$ cat src/rtl/core/pidpi_pkg.sv
`timescale 1ns / 1ps

package pidpi_pkg;

    // Sample width and fixed-point position.
    localparam int DATA_WIDTH = 16;
    localparam int FRAC_BITS  = 8;

    // Fixed register and state widths.
    localparam int GAIN_W      = 16;
    localparam int SUM_W       = 32;
    localparam int INT_BOUND_W = SUM_W - 1;
    localparam int OUT_BOUND_W = 15;
    localparam int CFG_W       = 31;
    localparam int CFG_IDX_W   = 3;

    // Derived datapath widths.
    localparam int ERR_W  = DATA_WIDTH + 1;
    localparam int D1_W   = ERR_W + 1;
    localparam int D2_W   = ERR_W + 2;
    localparam int OPI_W  = (SUM_W > ERR_W) ? SUM_W : ERR_W;
    localparam int OPW_W  = (OPI_W > D2_W) ? OPI_W : D2_W;
    localparam int ACC_W  = GAIN_W + OPW_W + 2;

    // Stream payload widths, whole bytes.
    localparam int S_TDATA_W = ((2 * DATA_WIDTH + 7) / 8) * 8;
    localparam int M_TDATA_W = ((DATA_WIDTH + 7) / 8) * 8;

    // Saturation limits of the drive, at accumulator width.
    localparam logic signed [ACC_W-1:0] DRV_MAX =
        {{(ACC_W - DATA_WIDTH + 1){1'b0}}, {(DATA_WIDTH - 1){1'b1}}};
    localparam logic signed [ACC_W-1:0] DRV_MIN = ~DRV_MAX;

    // Register indexes on the configuration port.
    typedef enum logic [CFG_IDX_W-1:0] {
        REG_MODE,
        REG_GAIN_P,
        REG_GAIN_I,
        REG_GAIN_D,
        REG_INT_CLAMP_ON,
        REG_INT_BOUND,
        REG_OUT_CLAMP_ON,
        REG_OUT_BOUND
    } t_reg_idx;

    localparam logic MODE_POSITIONAL  = 1'b0;
    localparam logic MODE_INCREMENTAL = 1'b1;

    typedef struct packed {
        logic                     mode;
        logic signed [GAIN_W-1:0] gain_p;
        logic signed [GAIN_W-1:0] gain_i;
        logic signed [GAIN_W-1:0] gain_d;
        logic                     int_clamp_on;
        logic [INT_BOUND_W-1:0]   int_bound;
        logic                     out_clamp_on;
        logic [OUT_BOUND_W-1:0]   out_bound;
    } t_cfg;

    typedef struct packed {
        logic signed [SUM_W-1:0]      error_sum;
        logic signed [ERR_W-1:0]      prev_error;
        logic signed [ERR_W-1:0]      prev_prev_error;
        logic signed [DATA_WIDTH-1:0] prev_drive;
    } t_state;

endpackage

$ cat src/rtl/core/pidpi_cfg.sv
`timescale 1ns / 1ps

module pidpi_cfg (
    input  logic                             i_clk,
    input  logic                             i_rst_n,
    input  logic                             i_cfg_we,
    input  logic [pidpi_pkg::CFG_IDX_W-1:0]  i_cfg_addr,
    input  logic [pidpi_pkg::CFG_W-1:0]      i_cfg_wdata,
    output pidpi_pkg::t_cfg                  o_cfg
);

    pidpi_pkg::t_cfg r_cfg;

    // Write one register per enabled cycle.
    always_ff @(posedge i_clk) begin
        if (!i_rst_n) begin
            r_cfg.mode         <= pidpi_pkg::MODE_POSITIONAL;
            r_cfg.gain_p       <= '0;
            r_cfg.gain_i       <= '0;
            r_cfg.gain_d       <= '0;
            r_cfg.int_clamp_on <= 1'b0;
            r_cfg.int_bound    <= '0;
            r_cfg.out_clamp_on <= 1'b0;
            r_cfg.out_bound    <= '1;
        end else if (i_cfg_we) begin
            case (pidpi_pkg::t_reg_idx'(i_cfg_addr))
                pidpi_pkg::REG_MODE:         r_cfg.mode <= i_cfg_wdata[0];
                pidpi_pkg::REG_GAIN_P:
                    r_cfg.gain_p <= $signed(i_cfg_wdata[pidpi_pkg::GAIN_W-1:0]);
                pidpi_pkg::REG_GAIN_I:
                    r_cfg.gain_i <= $signed(i_cfg_wdata[pidpi_pkg::GAIN_W-1:0]);
                pidpi_pkg::REG_GAIN_D:
                    r_cfg.gain_d <= $signed(i_cfg_wdata[pidpi_pkg::GAIN_W-1:0]);
                pidpi_pkg::REG_INT_CLAMP_ON: r_cfg.int_clamp_on <= i_cfg_wdata[0];
                pidpi_pkg::REG_INT_BOUND:
                    r_cfg.int_bound <= i_cfg_wdata[pidpi_pkg::INT_BOUND_W-1:0];
                pidpi_pkg::REG_OUT_CLAMP_ON: r_cfg.out_clamp_on <= i_cfg_wdata[0];
                pidpi_pkg::REG_OUT_BOUND:
                    r_cfg.out_bound <= i_cfg_wdata[pidpi_pkg::OUT_BOUND_W-1:0];
                default: ;
            endcase
        end
    end

    assign o_cfg = r_cfg;

endmodule

$ cat config.mk
export PLATFORM = sky130hd
export DESIGN_NAME = pidpi_cfg
export DESIGN_NICKNAME = d
export VERILOG_FILES = /design/src/rtl/core/pidpi_pkg.sv /design/src/rtl/core/pidpi_cfg.sv
export SDC_FILE = /design/constraint.sdc
export NUM_CORES = 1
export LEC_CHECK = 0
export BUFFER_PORTS_ARGS = -buffer_cell sky130_fd_sc_hd__buf_2
export CAP_MARGIN = 20
export CORE_ASPECT_RATIO = 0.75
export CORE_MARGIN = 4
export CORE_UTILIZATION = 40
export DETAILED_ROUTE_END_ITERATION = 8
export GPL_TIMING_DRIVEN = 0
export PLACE_DENSITY = 0.66
export SYNTH_ARGS = -nofsm -noshare
export SYNTH_HDL_FRONTEND = slang
export SYNTH_SLANG_ARGS = --single-unit
$ cat constraint.sdc
create_clock -name i_clk -period 1.3 [get_ports i_clk]
set_clock_uncertainty 0.1 [all_clocks]
set_input_delay 0.26 -clock i_clk [delete_from_list [all_inputs] [get_ports i_clk]]
set_output_delay 0.26 -clock i_clk [all_outputs]
set_load 0.05 [all_outputs]
==> results by group <==
GRT
  • Met2 GRT Util: 0.285
  • Gr ovfl total: 0
  • Largest net degree at the start of global routing: 17
  • Vias in the first global route: 3019
  • Antenna violations before repair: 0
  • Met1 GRT Util: 0.232
  • GRT busiest layer: met2
  • First-pass GRT wire length: 15500 um
  • Met3 global-route usage: 0.0635
  • Tot GR Track Use: 0.178

Power and ir drop
  • Int Power: approximately 4800 uW
  • PwrDens: about 1300 nW/um2
  • Sequential Power Share: 0.473
  • Switching Fraction: 0.258
  • Leakage power: 0.00253 uW
  • Peak supply drop: 0.000712 V
  • Comb pwr share: 0.110
  • Clk pwr share: 0.417
  • Switch Pwr: 1680 uW

Cells and area
  • Most common cell after layout, fill and taps aside: nand2_1
  • Antenna Cells: 0
  • Util after Layout: 0.564
  • Multi-input gate area: 1660 um2
  • Filler cell count: 851
  • Area delta synth->final: 36.7%
  • Area occupied by registers: 1940 um2
  • Most frequent cells in the layout: 113 x nand2_1, 97 x mux2i_1, 97 x dfxtp_1
  • # nets final: 552
  • Max FFs per register: 97
  • Fraction of layout cells with a size suffix above 1: 0.315

Die
  • IO Pins: ~130
  • Initial core utilization: 0.413
  • Die height: just over 90 um
  • Std-Cell Rows: 30
  • Die area: 11000 um2
  • Die width: between 100 and 150 um
  • Core box area: 9120 um2

Timing
  • Setup_tns: 0 ns
  • Hold_ws: 0.0698 ns
  • Final hold vios: 0
  • Final Setup Violations: 0
  • Fin crit share: 0.978
  • Slew of the pin with the lowest slew margin: 0.540 ns
  • Tmin final: 1.27 ns
  • Fmax: roughly 790 MHz
  • Normalized max-slew margin: 0.640
  • Final slew viol count: 0

Critical path
  • Critical path buffer and inverter count: 1
  • Worst Path Class, Setup: flip-flop to output pin
  • Crit path required time: 0.94 ns
  • Max FO, Critical Path: 2
  • Crit path capture type: output pin
  • Worst path cell trace: buf_2
  • CP peak stage delay: 0.32 ns
  • Startpoint Class: flip-flop
  • CP top delay family: flip-flops
  • Worst Path Arrival: 0.91 ns
  • Worst path slowest cell: dfxtp_1

Clock tree
  • Clk root buf: clkbuf_16
  • Max Root-Sink Buffers: 2
  • Clock-pin slew on the worst setup and hold paths: 0.07 ns
  • TritonCTS clock tree: done
  • H-tree depth: 3
  • Num Clock Sinks: 97
  • CTS Buf Count: 9
  • Worst-skew pair later-pin latency: 0.33 ns

Yosys
  • Yosys cell types: 14
  • Cells after Synth: 372
  • Seq cells post-synth: 97
  • Synth warn: 0
  • Syn Nets: 409
  • Syn avg cell area: 10.1 um2
  • Register area share after synthesis: 0.516
  • Syn Std Cell Area: 3760 um2

Drt
  • Drt total wl: just over 10000 um
  • Vias: 3021
  • Initial DRC count: 128
  • Routed len/inst: 15.6 um
  • DR DRC count: 0
  • ANT nets after route: 0
  • Vias per inst: between 4 and 5
  • Detailed Routing Iterations Pass 1: 4

Placed design
  • Port Buf Inserts: between 100 and 150
  • Final Wtd Congestion: 0.787
  • Hpwl dp: 7540 um

Worst hold path
  • Worst hold path type: input port to flip-flop

Run
  • Max-Cap Viols: 0

Run status
  • Status: completed
[cell usage after synthesis, drive strengths merged]
master,number,area (um2)
nor2b,30,188
buf,16,121
nor4bb,1,10.0
nor4b,1,8.76
nand4bb,1,11.3
nand2,113,424
mux2i,97,971
dfxtp,97,1940
nand4b,3,26.3
and4,1,8.76
clkbuf,11,41.3
and4bb,1,12.5
[power by group through the flow]
stage	logic, uW	registers, uW	clock network [uW]
floorplan	240	3360	0
global placement	677	3130	0
detailed placement	684	3140	0
CTS	703	3070	2760
global route	765	3080	2900
finish	717	3070	2710
[area by class of cell]
| cell class | count | area share |
|---|---|---|
| clock inverters | 6 | 0.0129 |
| repair buffers | 132 | 0.178 |
| plain buffers | 27 | 0.0316 |
| clock buffers | 10 | 0.0464 |
| multi-input cells | 248 | 0.323 |
| flip-flops and latches | 97 | 0.377 |
| well taps | 128 | 0.0311 |
[timing repair]
action,CTS,global route
resized for setup,43,67
hold buffers,0,0
setup endpoints to repair,43,57
setup buffers,0,0
[worst paths after layout]
path                            depth (start not counted)  slack [ns]        end            start
worst min-delay path                                    3        0.07  o_cfg[40]  i_cfg_wdata[24]
worst max register to register                          2        0.55  o_cfg[17]        o_cfg[17]
worst max-delay path                                    1        0.03   o_cfg[7]         o_cfg[7]
worst min register to register                          2        0.36  o_cfg[64]        o_cfg[64]
[stage by stage]
stage | instances | worst slack (ns) | power (uW) | cell area [um2]
floorplan | 372 | 0.131 | 3600 | 3760
global placement | 632 | -0.127 | 3810 | 4590
detailed placement | 632 | -0.159 | 3820 | 4590
CTS | 648 | 0.000612 | 6530 | 5000
global route | 648 | -0.00761 | 6750 | 5150
finish | 648 | 0.0285 | 6500 | 5150
[per-layer routing]
| metal | vias to the layer above | part of all wire |
|---|---|---|
| met4 | 0 | 0.0048 |
| met1 | 1401 | 0.46 |
| li1 | 1515 | - |
| met5 | - | 0 |
| met2 | 100 | 0.46 |
| met3 | 5 | 0.076 |
[logic make-up after synthesis]
group                  synth area share
buffers and inverters            0.0432
multiplexers                      0.258
flip-flops                        0.516
AND/OR/NAND/NOR                   0.183
Power figures use the tool's default switching activity.
